File: src/sv/fpcr_ram.sv
// Generic single-port-write, single-port-read RAM with registered read data.
module fpcr_ram #(
  parameter int unsigned WIDTH = 16,
  parameter int unsigned DEPTH = 32,
  localparam int unsigned AW   = (DEPTH > 1) ? $clog2(DEPTH) : 1
) (
  input  logic             clk_i,
  input  logic             we_i,
  input  logic [AW-1:0]    waddr_i,
  input  logic [WIDTH-1:0] wdata_i,
  input  logic [AW-1:0]    raddr_i,
  output logic [WIDTH-1:0] rdata_o
);

  logic [WIDTH-1:0] mem_q [DEPTH];
  logic [WIDTH-1:0] rdata_q;

  always_ff @(posedge clk_i) begin
    if (we_i) begin
      mem_q[waddr_i] <= wdata_i;
    end
    rdata_q <= mem_q[raddr_i];
  end

  assign rdata_o = rdata_q;

endmodule

File: config.mk
export PLATFORM = sky130hd
export DESIGN_NAME = fpcr_ram
export DESIGN_NICKNAME = d
export VERILOG_FILES = /design/src/sv/fpcr_ram.sv
export SDC_FILE = /design/constraint.sdc
export NUM_CORES = 1
export LEC_CHECK = 0
export ABC_AREA = 0
export BUFFER_PORTS_ARGS = -buffer_cell sky130_fd_sc_hd__buf_4
export CORE_MARGIN = 4
export CORE_UTILIZATION = 50
export CTS_BUF_LIST = sky130_fd_sc_hd__clkbuf_8
export DETAILED_ROUTE_END_ITERATION = 8
export PLACE_DENSITY = 0.7
export SETUP_SLACK_MARGIN = 0.02
export SYNTH_ARGS = -nofsm -noshare
export SYNTH_HDL_FRONTEND = slang
export SYNTH_SLANG_ARGS = --single-unit
File: constraint.sdc
create_clock -name clk_i -period 2.5 [get_ports clk_i]
set_clock_uncertainty 0.2 [all_clocks]
set_input_delay 0.125 -clock clk_i [delete_from_list [all_inputs] [get_ports clk_i]]
set_output_delay 0.125 -clock clk_i [all_outputs]
set_load 0.05 [all_outputs]
==> impl_summary.txt, run 1 <==
----------------------------------------------------
[Placement]
  Post-detailed-placement cell area ... 0.02178 mm²
  Port-buffer cells ... 43
  Number of instances in the placed design ... 1,723
  Pre-CTS worst setup slack ... 0.3254 ns
  Final weighted congestion in routability-driven placement ... a little over 0.8
  DP HPWL ... 27,970 µm

[Flow run]
  Max cap viols ... 0

[Critical path]
  Critical path endpoint category ... register
  Critical path depth in cells ... 8
  Critical path class ... in -> reg
  WP buf/inv ... 4
  Largest stage delay on the critical path ... 0.55 ns
  Depth of the worst register-to-register path ... 6
  Crit-path cells ... dlygate4sd3_1 -> buf_4 -> or2_1 -> buf_4 -> nor3_1 -> a31oi_1 -> nand3_1 -> dlygate4sd3_1
  Required @ worst endpoint ... 2.86 ns
  Critical path's slowest cell ... sky130_fd_sc_hd__dlygate4sd3_1
  CP Max Fanout ... 11
  Top delay family on crit path ... buffers and inverters
  Startpoint class of the critical path ... primary input
  Data arrival time of the worst path ... 2.80 ns

[Global route]
  Via count of the first global-routing pass ... approximately 11,000
  Wire length of the first global-routing pass ... 70,710 µm
  Initial antenna violation count ... 2
  GRT Residual Overflow ... 0
  Largest net degree at the start of global routing ... 65
  Total global routing track utilization ... 0.2153

[Synth]
  Share of the synthesized area in the top cell type ... 0.7487
  Yosys cell types ... 26
  Top cells by instance count after synthesis ... sky130_fd_sc_hd__edfxtp_1 (512), sky130_fd_sc_hd__mux2i_1 (256), sky130_fd_sc_hd__a22oi_1 (64)
  Number of enable-type register cells in the synthesized netlist ... 512
  Most frequently used flop master after synthesis ... sky130_fd_sc_hd__edfxtp_1
  Cell count after synthesis ... 1,143
  Main area contributors after synthesis ... sky130_fd_sc_hd__edfxtp_1 (75%), sky130_fd_sc_hd__mux2i_1 (12%), sky130_fd_sc_hd__a22oi_1 (2.3%)
  Synth async-reset ratio ... 0
  Sequential share of the synthesized area ... 0.7643
  Synthesis Warnings ... 0
  Number of synthesized register bits ... 528
  Cell Area, Synth ... approximately 0.02 mm²
  Number of nets in the synthesized netlist ... 1,171
  Top-count cell post-synth ... sky130_fd_sc_hd__edfxtp_1
  Mean instance size in the synthesized netlist ... approximately 18 µm²
  Library cell with the largest summed area after synthesis ... sky130_fd_sc_hd__edfxtp_1

[Layout]
  Final cell area excluding filler cells ... 0.02358 mm²
  Share of cells above drive strength 1 ... 0.1674
  Non-Filler Instances ... 1,893
  Number of inserted diodes ... 0
  Area growth syn-to-layout ... 14.81%
  Nets ... 1,337
  Post-layout utilization of the core ... 0.5867

[Hold path]
  Hold Path Stages ... 6
  Worst hold path type ... in -> reg

[Floorplanning]
  Total die area ... 0.04438 mm²
  Number of top-level pins ... 44
  Standard-cell rows ... 73
  Vertical extent of the die ... 210.7 µm
  Core box area ... 0.04019 mm²
  Width of the chip ... 210.7 µm
  Initial Util ... 0.5110

[CTS]
  Maximum clock insertion buffer count ... 3
  Root buf cell ... sky130_fd_sc_hd__clkbuf_8
  TritonCTS Sinks ... approximately 530
  CTS H-Tree Depth ... 3
  TritonCTS clock tree ... yes
  Total CTS buffers ... 80
  Post CTS Setup Buffer Count ... 0
  CTS clock-pin slew for the worst setup and hold paths ... 0.06 ns
  Clock insertion delay at the later pin of the skew report ... 0.62 ns

[STA]
  Endpoints failing setup ... 0
  Setup TNS after final layout ... 0 ns
  Worst path setup slack after routing ... 0.06210 ns
  Min Hold Slack ... about 0.08 ns
  Max-slew violation count ... 0
  Final Hold Fails ... 0
  Unrepaired setup endpoints after global routing ... false
  Min cycle time layout ... 2.438 ns
  Final period utilization ... 0.9752
  Worst slew slack as a fraction of its limit ... 0.4691
  Fmax ... ~0.41 GHz
  Slew of the pin with the lowest slew margin ... 0.7963 ns

[Routing]
  First-pass detailed-route iteration total ... 5
  WL final ... 47,810 µm
  Routed Antenna Nets ... 0
  Wire length per cell ... 25.26 µm
  Via/cell ratio ... 5.838
  Remaining routing DRC violations ... 0
  Number of vias after detailed routing ... 11,050
  Drt first-iter violations ... about 980

[Pwr]
  IR Drop Worst-Case VDD ... 0.4939 mV
  Leakage power total ... around 8.5 nW
  Total power after layout ... 17.76 mW
  Power per cell area ... approximately 750 mW/mm²

[Run status]
  Result of the run ... complete, no violations

----------------------------------------------------
-- layout by cell type (no fill, tap or decap), drive strengths merged --
master	n
edfxtp	512
mux2i	256
buf	122
clkbuf	87
a22oi	64
nand3	34
nor2	34
nand2	33
a21oi	32
a22o	32
dlygate4sd3	29
inv	29
clkinv	19
nor3	16
a31oi	16
nand4	16
dfxtp	16
nand3b	5
or3b	3
clkinvlp	3
bufinv	3
nor2b	2
nand2b	2
and2	1
or2	1
or3	1
-- per-layer routing --
layer / wire length [µm] / track usage / up-vias
li1: - / - / 4906
met1: 19530 / 0.2973 / 5554
met2: 22630 / 0.3420 / 487
met3: 3968 / 0.04515 / 103
met4: 1663 / 0.08093 / 2
met5: 17 / 0 / -
-- worst reg2reg max path: cells and delay by family, from the launching register on --
family                 cells  cell delay (ns)
AND/OR/NAND/NOR            2             0.19
AO/OA/AOI/OAI              1             0.10
flip-flops                 1             0.36
multiplexers               1             0.14
buffers and inverters      2             1.14
-- worst paths after layout --
path	startpoint	endpoint	slack (ns)
setup reg to reg	mem_q[27][8]$_DFFE_PP_	rdata_o[8]$_DFF_P_	0.26
hold reg to reg	mem_q[17][2]$_DFFE_PP_	rdata_o[2]$_DFF_P_	0.43
setup / recovery	raddr_i[3]	rdata_o[8]$_DFF_P_	0.06
hold / removal	raddr_i[1]	rdata_o[4]$_DFF_P_	0.08
-- logic make-up after synthesis --
| group | Yosys count | share of synthesized area |
|---|---|---|
| flops | 528 | 0.7643 |
| compound gates | 144 | 0.04972 |
| buf+inv | 67 | 0.02632 |
| simple gates | 148 | 0.03491 |
| mux | 256 | 0.1248 |
-- registers in the layout, indices dropped and copies added (netlist names) --
signal,count
mem_q,512
rdata_o,16
-- cell type report --
type                       instances  area [µm²]
multi-input combinational        548        4317
tap                              525       656.9
timing repair buffer             151        1406
clock inverter                    54       305.3
sequential                       528       15700
fill                            2997       16610
clock buffer                      87        1197
-- report_power, final --
| part | internal, mW | switching (mW) |
|---|---|---|
| Combinational | 0.422 | 0.792 |
| Sequential | 9.84 | 0.0556 |
| Clock | 3.51 | 3.14 |
-- timing repair --
action	4_1_cts	5_1_grt
setup endpoints to repair	0	1
hold endpoints to repair	549	0
hold buffers	29	0
gates resized for setup	0	1
(Power assumes the default switching activity.)
==> run 2, diff against run 1 <==
--- a/config.mk
+++ b/config.mk
@@ -6,12 +6,12 @@
 export NUM_CORES = 1
 export LEC_CHECK = 0
 export ABC_AREA = 0
-export BUFFER_PORTS_ARGS = -buffer_cell sky130_fd_sc_hd__buf_4
 export CORE_MARGIN = 4
 export CORE_UTILIZATION = 50
 export CTS_BUF_LIST = sky130_fd_sc_hd__clkbuf_8
 export DETAILED_ROUTE_END_ITERATION = 8
-export PLACE_DENSITY = 0.7
+export DONT_BUFFER_PORTS = 1
+export PLACE_DENSITY = 0.69
 export SETUP_SLACK_MARGIN = 0.02
 export SYNTH_ARGS = -nofsm -noshare
 export SYNTH_HDL_FRONTEND = slang
==> run 2 against run 1 <==
Clock-buffer cell count rose by 5. Design area rose by 0.91%. Clock power fell by 1%. Setup slack improved by 0.050 ns. Sequential cell count did not move. Final cell count rose by 0.21%. Global-route usage rose by 0.64 points. Die area did not move. Critical endpoint is now mem_q[18][8]$_DFFE_PP_. Largest cell class unchanged.
==> impl_summary.txt, run 2 (same netlist as run 1, synthesis figures left out) <==
----------------------------------------------------
[Layout]
  Area growth syn-to-layout ... 15.85% (was 14.81%)
  Number of flip-flops in the largest register ... 512 (unchanged)
  Most common cell after layout, fill and taps aside ... sky130_fd_sc_hd__edfxtp_1 (unchanged)
  Post-layout utilization of the core ... 0.5920 (was 0.5867)
  Final cell area excluding filler cells ... 0.02379 mm² (was 0.02358 mm²)
  Register with the most flip-flops ... mem_q (unchanged)
  Commonest cells after routing, fill and taps aside ... sky130_fd_sc_hd__edfxtp_1 (512), sky130_fd_sc_hd__mux2i_1 (256), sky130_fd_sc_hd__clkbuf_8 (92) (was sky130_fd_sc_hd__edfxtp_1 (512), sky130_fd_sc_hd__mux2i_1 (256), sky130_fd_sc_hd__buf_4 (106))
  Share of cells above drive strength 1 ... 0.1276 (was 0.1674)
  Nets ... 1,341 (was 1,337)

[Pwr]
  Combinational Power Share ... 0.056 (was 0.068)
  Sequential share of power ... 0.570 (was 0.557)
  Total internal power ... 13.61 mW (was 13.77 mW)
  Total power after layout ... 17.60 mW (was 17.76 mW)
  Switching portion of total power ... 0.2263 (was 0.2246)
  Power per cell area ... 739.6 mW/mm² (was 753.2 mW/mm²)
  Leakage power total ... 8.430 nW (was 8.467 nW)
  IR Drop Worst-Case VDD ... 0.4936 mV (was 0.4939 mV)
  Switching pwr ... 3.982 mW (was 3.988 mW)
  Relative contribution of the clock network to total power ... 0.374 (about the same)

[Routing]
  Drt first-iter violations ... 1,211 (was 984)
  WL final ... 49,190 µm (was 47,810 µm)
  Via/cell ratio ... 5.878 (was 5.838)
  Remaining routing DRC violations ... 0 (unchanged)
  Wire length per cell ... 25.93 µm (was 25.26 µm)
  Number of vias after detailed routing ... 11,150 (was 11,050)
  First-pass detailed-route iteration total ... 5 (unchanged)
  Routed Antenna Nets ... 0 (unchanged)

[Floorplanning]
  Initial Util ... 0.5110 (unchanged)
  Core box area ... 0.04019 mm² (unchanged)
  Standard-cell rows ... 73 (unchanged)
  Number of top-level pins ... 44 (unchanged)
  Width of the chip ... 210.7 µm (unchanged)
  Vertical extent of the die ... 210.7 µm (unchanged)
  Total die area ... 0.04438 mm² (unchanged)

[Global route]
  Wire length of the first global-routing pass ... 72,550 µm (was 70,710 µm)
  GRT Residual Overflow ... 0 (unchanged)
  Via count of the first global-routing pass ... 11,120 (was 11,140)
  Initial antenna violation count ... 1 (was 2)
  Routing usage on met2 ... 0.3314 (was 0.3420)
  Total global routing track utilization ... 0.2217 (was 0.2153)
  Fraction of met3 tracks used by global routing ... 0.07025 (was 0.04515)
  GRT met1 Usage ... 0.3123 (was 0.2973)
  Most heavily used metal layer in global routing ... met2 (unchanged)
  Largest net degree at the start of global routing ... 181 (was 65)

[Critical path]
  Reg2Reg Setup Slack ... 0.12 ns (was 0.26 ns)
  Startpoint class of the critical path ... primary input (unchanged)
  Crit-path cells ... dlygate4sd3_1 -> or3b_2 -> dlygate4sd3_1 -> nor2_1 -> buf_4 (was dlygate4sd3_1 -> buf_4 -> or2_1 -> buf_4 -> nor3_1 -> a31oi_1 -> nand3_1 -> dlygate4sd3_1)
  Beginning of the worst register-to-register path ... mem_q[17][9]$_DFFE_PP_ (was mem_q[27][8]$_DFFE_PP_)
  Crit Reg-Reg Endpoint ... rdata_o[9]$_DFF_P_ (was rdata_o[8]$_DFF_P_)
  Most used cell, CP ... sky130_fd_sc_hd__dlygate4sd3_1
  Critical path class ... in -> reg (unchanged)
  CP Max Fanout ... 16 (was 11)
  Data arrival time of the worst path ... 2.48 ns (was 2.80 ns)
  Critical path's slowest cell ... sky130_fd_sc_hd__dlygate4sd3_1 (unchanged)
  Required @ worst endpoint ... 2.59 ns (was 2.86 ns)
  Largest stage delay on the critical path ... 0.75 ns (was 0.55 ns)
  Depth of the worst register-to-register path ... 6 (unchanged)
  Critical path endpoint category ... register (unchanged)

[CTS]
  CTS clock-pin slew for the worst setup and hold paths ... 0.06 ns (about the same)
  Total CTS buffers ... 84 (was 80)
  Root buf cell ... sky130_fd_sc_hd__clkbuf_8 (unchanged)
  Post CTS Setup Buffer Count ... 0 (unchanged)
  Maximum clock insertion buffer count ... 3 (unchanged)
  TritonCTS Sinks ... 528 (unchanged)
  Clock insertion delay at the later pin of the skew report ... 0.64 ns (was 0.62 ns)
  TritonCTS clock tree ... yes (unchanged)
  CTS H-Tree Depth ... 3 (unchanged)

[Hold path]
  Origin of the worst min-delay path ... raddr_i[2] (was raddr_i[1])
  Worst hold path type ... in -> reg (unchanged)
  End point of the worst hold path ... rdata_o[8]$_DFF_P_ (was rdata_o[4]$_DFF_P_)
  Hold Path Stages ... 5 (was 6)

[STA]
  Min cycle time layout ... 2.388 ns (was 2.438 ns)
  Final Hold Fails ... 0 (unchanged)
  Worst slew slack as a fraction of its limit ... 0.3775 (was 0.4691)
  Final period utilization ... 0.9552 (was 0.9752)
  Unrepaired setup endpoints after global routing ... false (unchanged)
  Fmax ... 0.4187 GHz (was 0.4102 GHz)
  Slew of the pin with the lowest slew margin ... 0.9306 ns (was 0.7963 ns)
  Endpoints failing setup ... 0 (unchanged)
  Max-slew violation count ... 0 (unchanged)
  Setup TNS after final layout ... 0 ns (unchanged)

[Placement]
  Final weighted congestion in routability-driven placement ... 0.8433 (was 0.8304)
  Post-detailed-placement cell area ... 0.02106 mm² (was 0.02178 mm²)
  DP HPWL ... 26,450 µm (was 27,970 µm)
  Port-buffer cells ... 0 (was 43)

[Run status]
  Result of the run ... complete, no violations (unchanged)

[Flow run]
  Max cap viols ... 0 (unchanged)

----------------------------------------------------
==> run 2: changes by cell type in the layout (fill, tap and decap cells not counted), sizes merged <==
cell | before | now
buf | 122 | 65
dlygate4sd3 | 29 | 84
inv | 29 | 31
diode | 0 | 1
clkbuf | 87 | 92
dlymetal6s4s | 0 | 2
clkinvlp | 3 | 2
bufinv | 3 | 0
==> run 2: layout make-up <==
class                           instances  area (µm²)
Tap cell                              525       656.9
Antenna cell                            1       2.502
Sequential cell                       528       15700
Clock buffer                           92        1266
Timing Repair Buffer                  151        1624
Clock inverter                         52       225.2
Multi-Input combinational cell        548        4322
Fill cell                            2994       16400
==> run 2: how the worst max path moves through the flow <==
stage                                 from                     end  slack, ns  cells after the start
CTS                             raddr_i[3]     rdata_o[11]$_DFF_P_       0.09                      7
global placement                raddr_i[2]     rdata_o[14]$_DFF_P_       0.63                      5
finish                          waddr_i[3]  mem_q[18][8]$_DFFE_PP_       0.11                      5
floorplan                       waddr_i[1]  mem_q[12][0]$_DFFE_PP_       0.43                      3
global route        mem_q[27][0]$_DFFE_PP_      rdata_o[0]$_DFF_P_       0.05                      6
detailed placement              raddr_i[2]      rdata_o[0]$_DFF_P_       0.60                      6
==> run 2: timing repair <==
action / in CTS / in global routing
gates resized for setup: 0 / 3
hold endpoints to repair: 1040 / 1
endpoints found under the setup margin: 0 / 3
hold buffers: 103 / 1
==> run 2: worst max-delay path, delay by kind of cell <==
kind | cells | cell delay [ns]
buf+inv | 3 | 1.68
simple gates | 2 | 0.66
==> run 2: layer usage <==
| layer | routed length [µm] | up-vias |
|---|---|---|
| li1 | - | 4915 |
| met2 | 22460 | 520 |
| met3 | 5356 | 95 |
| met1 | 19920 | 5621 |
| met5 | 0 | - |
| met4 | 1451 | 0 |
==> run 2: power groups by stage <==
stage / Sequential (mW) / Clock, mW / Combinational [mW]
6_report: 10.0 / 6.58 / 0.991
5_1_grt: 10.0 / 7.14 / 1.05
4_1_cts: 10.0 / 6.71 / 0.982
3_5_place_dp: 10.2 / 0 / 0.596
3_3_place_gp: 10.2 / 0 / 0.589
2_1_floorplan: 10.2 / 0 / 0.553
==> run 2: metrics by stage <==
step | setup slack (ns) | cells | hold WS (ns)
after global placement | 0.6325 | 1648 | 0.02714
after floorplan | 0.4350 | 1143 | 0.02387
final | 0.1119 | 1897 | 0.02936
after global routing | 0.05399 | 1897 | 0.01470
after detailed placement | 0.5984 | 1648 | 0.02616
after CTS | 0.09116 | 1895 | 0.001082
==> run 3, diff against run 2 <==
--- a/config.mk
+++ b/config.mk
@@ -6,12 +6,12 @@
 export NUM_CORES = 1
 export LEC_CHECK = 0
 export ABC_AREA = 0
+export CORE_ASPECT_RATIO = 2
 export CORE_MARGIN = 4
 export CORE_UTILIZATION = 50
 export CTS_BUF_LIST = sky130_fd_sc_hd__clkbuf_8
 export DETAILED_ROUTE_END_ITERATION = 8
 export DONT_BUFFER_PORTS = 1
-export PLACE_DENSITY = 0.69
 export SETUP_SLACK_MARGIN = 0.02
 export SYNTH_ARGS = -nofsm -noshare
 export SYNTH_HDL_FRONTEND = slang
==> run 3 against run 2 <==
The flow now finishes with violations (setup timing). Clock power is 6.5% lower. Clock-buffer cell count decreased by 11. Maximum frequency fell by 8.2%. Sequential share of layout area shrank 2.1 points. Routed wire length up 1.9%. Register-to-register slack worse by 0.09 ns. Non-clock buffer count up 93. Critical endpoint is now rdata_o[10]$_DFF_P_. Largest power group unchanged.
==> impl_summary.txt, run 3 (same netlist as run 1, synthesis figures left out) <==
----------------------------------------------------
[Pwr]
  Relative contribution of the clock network to total power ... 0.357 (was 0.374)
  Total power after layout ... 17.21 mW (was 17.60 mW)
  Power per cell area ... 699.9 mW/mm² (was 739.6 mW/mm²)
  Total internal power ... 13.40 mW (was 13.61 mW)
  IR Drop Worst-Case VDD ... 0.4174 mV (was 0.4936 mV)
  Leakage power total ... 8.642 nW (was 8.430 nW)
  Switching portion of total power ... 0.2217 (was 0.2263)
  Switching pwr ... 3.815 mW (was 3.982 mW)
  Sequential share of power ... 0.583 (was 0.570)
  Combinational Power Share ... 0.060 (was 0.056)

[Routing]
  Routed Antenna Nets ... 0 (unchanged)
  Wire length per cell ... 25.31 µm (was 25.93 µm)
  Drt first-iter violations ... 970 (was 1,211)
  First-pass detailed-route iteration total ... 6 (was 5)
  Number of vias after detailed routing ... 11,390 (was 11,150)
  Via/cell ratio ... 5.751 (was 5.878)
  WL final ... 50,110 µm (was 49,190 µm)
  Remaining routing DRC violations ... 0 (unchanged)

[Critical path]
  Startpoint class of the critical path ... primary input (unchanged)
  Critical path endpoint category ... register (unchanged)
  Critical path class ... in -> reg (unchanged)
  Required @ worst endpoint ... 2.79 ns (was 2.59 ns)
  CP Max Fanout ... 207 (was 16)
  Data arrival time of the worst path ... 2.89 ns (was 2.48 ns)

[STA]
  Worst path setup slack after routing ... -0.1024 ns (was 0.1119 ns)
  Endpoints failing setup ... 4 (was 0)
  Fmax ... 0.3843 GHz (was 0.4187 GHz)
  Worst slew slack as a fraction of its limit ... 0.06103 (was 0.3775)
  Final Hold Fails ... 0 (unchanged)
  Min cycle time layout ... 2.602 ns (was 2.388 ns)
  Min Hold Slack ... 0.03879 ns (was 0.02936 ns)
  Slew of the pin with the lowest slew margin ... 1.408 ns (was 0.9306 ns)
  Max-slew violation count ... 0 (unchanged)
  Final period utilization ... 1.041 (was 0.9552)

[Global route]
  GRT Residual Overflow ... 0 (unchanged)
  Largest net degree at the start of global routing ... 208 (was 181)
  Initial antenna violation count ... 2 (was 1)
  GRT met1 Usage ... 0.2678 (was 0.3123)
  Most heavily used metal layer in global routing ... met2 (unchanged)
  Routing usage on met2 ... 0.4137 (was 0.3314)
  Via count of the first global-routing pass ... 11,940 (was 11,120)
  Total global routing track utilization ... 0.2310 (was 0.2217)
  Wire length of the first global-routing pass ... 75,010 µm (was 72,550 µm)
  Fraction of met3 tracks used by global routing ... 0.04385 (was 0.07025)

[CTS]
  Clock insertion delay at the later pin of the skew report ... 0.63 ns (was 0.64 ns)
  TritonCTS clock tree ... yes (unchanged)
  CTS H-Tree Depth ... 3 (unchanged)
  CTS clock-pin slew for the worst setup and hold paths ... 0.06 ns (about the same)
  Post CTS Setup Buffer Count ... 0 (unchanged)
  Total CTS buffers ... 73 (was 84)
  TritonCTS Sinks ... 528 (unchanged)
  Maximum clock insertion buffer count ... 3 (unchanged)
  Root buf cell ... sky130_fd_sc_hd__clkbuf_8 (unchanged)

[Hold path]
  Worst hold path type ... in -> reg (unchanged)

[Floorplanning]
  Number of top-level pins ... 44 (unchanged)
  Total die area ... 0.04458 mm² (was 0.04438 mm²)
  Width of the chip ... 151.3 µm (was 210.7 µm)
  Vertical extent of the die ... 294.6 µm (was 210.7 µm)
  Core box area ... 0.04047 mm² (was 0.04019 mm²)
  Standard-cell rows ... 104 (was 73)
  Initial Util ... 0.5075 (was 0.5110)

[Placement]
  Final weighted congestion in routability-driven placement ... 0.7918 (was 0.8433)
  Port-buffer cells ... 0 (unchanged)
  DP HPWL ... 28,270 µm (was 26,450 µm)
  Number of instances in the placed design ... 1,654 (was 1,648)

[Layout]
  Share of cells above drive strength 1 ... 0.1187 (was 0.1276)
  Multi-input logic area ... 0.004384 mm² (was 0.004322 mm²)
  Most common cell after layout, fill and taps aside ... sky130_fd_sc_hd__edfxtp_1 (unchanged)
  Register with the most flip-flops ... mem_q (unchanged)
  Filler Cells Inserted ... 2,998 (was 2,994)
  Nets ... 1,423 (was 1,341)
  Sequential cell area ... 0.01570 mm² (unchanged)
  Number of flip-flops in the largest register ... 512 (unchanged)
  Commonest cells after routing, fill and taps aside ... sky130_fd_sc_hd__edfxtp_1 (512), sky130_fd_sc_hd__mux2i_1 (256), sky130_fd_sc_hd__dlygate4sd3_1 (181) (was sky130_fd_sc_hd__edfxtp_1 (512), sky130_fd_sc_hd__mux2i_1 (256), sky130_fd_sc_hd__clkbuf_8 (92))
  Area growth syn-to-layout ... 19.74% (was 15.85%)
  Non-Filler Instances ... 1,980 (was 1,897)

[Run status]
  Violated checks ... setup timing
  Result of the run ... complete, but fails checks (was complete, no violations)

[Flow run]
  Max cap viols ... 0 (unchanged)

----------------------------------------------------
-- run 3: cell count changes in the layout (fill, tap and decap cells not counted), moves of 2 or more --
cell                             previous run  this run
sky130_fd_sc_hd__dlymetal6s4s_1             2         0
sky130_fd_sc_hd__a31oi_2                    0         2
sky130_fd_sc_hd__nor2_1                    33        29
sky130_fd_sc_hd__inv_1                     29        25
sky130_fd_sc_hd__a31oi_1                   16        11
sky130_fd_sc_hd__buf_12                    20        16
sky130_fd_sc_hd__buf_4                     44        46
sky130_fd_sc_hd__clkinv_1                  13        11
sky130_fd_sc_hd__clkbuf_8                  92        81
sky130_fd_sc_hd__a31oi_4                    0         3
sky130_fd_sc_hd__nor2_2                     0         4
sky130_fd_sc_hd__inv_8                      2         0
sky130_fd_sc_hd__dlygate4sd3_1             84       181
sky130_fd_sc_hd__clkinv_2                   6         9
-- run 3: worst paths after layout --
path,from,end,slack (ns),cells past startpoint
worst max-delay path,raddr_i[0],rdata_o[10]$_DFF_P_,-0.10,6
worst min-delay path,raddr_i[1],rdata_o[14]$_DFF_P_,0.04,4
worst max register to register,mem_q[21][6]$_DFFE_PP_,rdata_o[6]$_DFF_P_,0.03,6
worst min register to register,mem_q[14][2]$_DFFE_PP_,rdata_o[2]$_DFF_P_,0.64,4
-- run 3: layout make-up --
class                   count  area share
flip-flops and latches    528      0.6383
clock inverters            48    0.009159
well taps                 530     0.02697
clock buffers              81     0.04534
repair buffers            244      0.1019
diodes                      1   0.0001018
multi-input cells         548      0.1783
-- run 3: power groups by stage --
stage | logic [mW] | clock network (mW) | registers [mW]
after floorplan | 0.553 | 0 | 10.2
after global placement | 0.572 | 0 | 10.2
after detailed placement | 0.576 | 0 | 10.2
after CTS | 1.00 | 6.30 | 10.0
after global routing | 1.08 | 6.74 | 10.0
final | 1.03 | 6.15 | 10.0
-- run 3: per-stage QoR --
step	instance area [µm²]	setup slack, ns	TNS [ns]	util
floorplan	20540	0.4350	0	-
global placement	21070	0.6294	0	0.5207
detailed placement	21070	0.6307	0	0.5207
CTS	24530	0.04026	0	0.6061
global route	24590	-0.0009497	-0.0009497	0.6076
finish	24590	-0.1024	-0.2444	0.6076
-- run 3: critical path: stages --
cell and delay [ns]:
sky130_fd_sc_hd__mux2i_1 0.53, sky130_fd_sc_hd__dlygate4sd3_1 0.63, sky130_fd_sc_hd__nand2_1 0.05, sky130_fd_sc_hd__dlygate4sd3_1 0.58, sky130_fd_sc_hd__a31oi_2 0.19, sky130_fd_sc_hd__nand3_1 0.12
-- run 3: metal layers --
layer,part of all wire,vias up
met5,0.00034,-
met4,0.041,2
met3,0.051,112
met2,0.54,361
met1,0.36,5848
li1,-,5064
-- run 3: timing repair --
item,in CTS,in global routing
hold buffers,196,0
hold endpoints to repair,1040,0
gates resized for setup,0,8
endpoints found under the setup margin,0,5
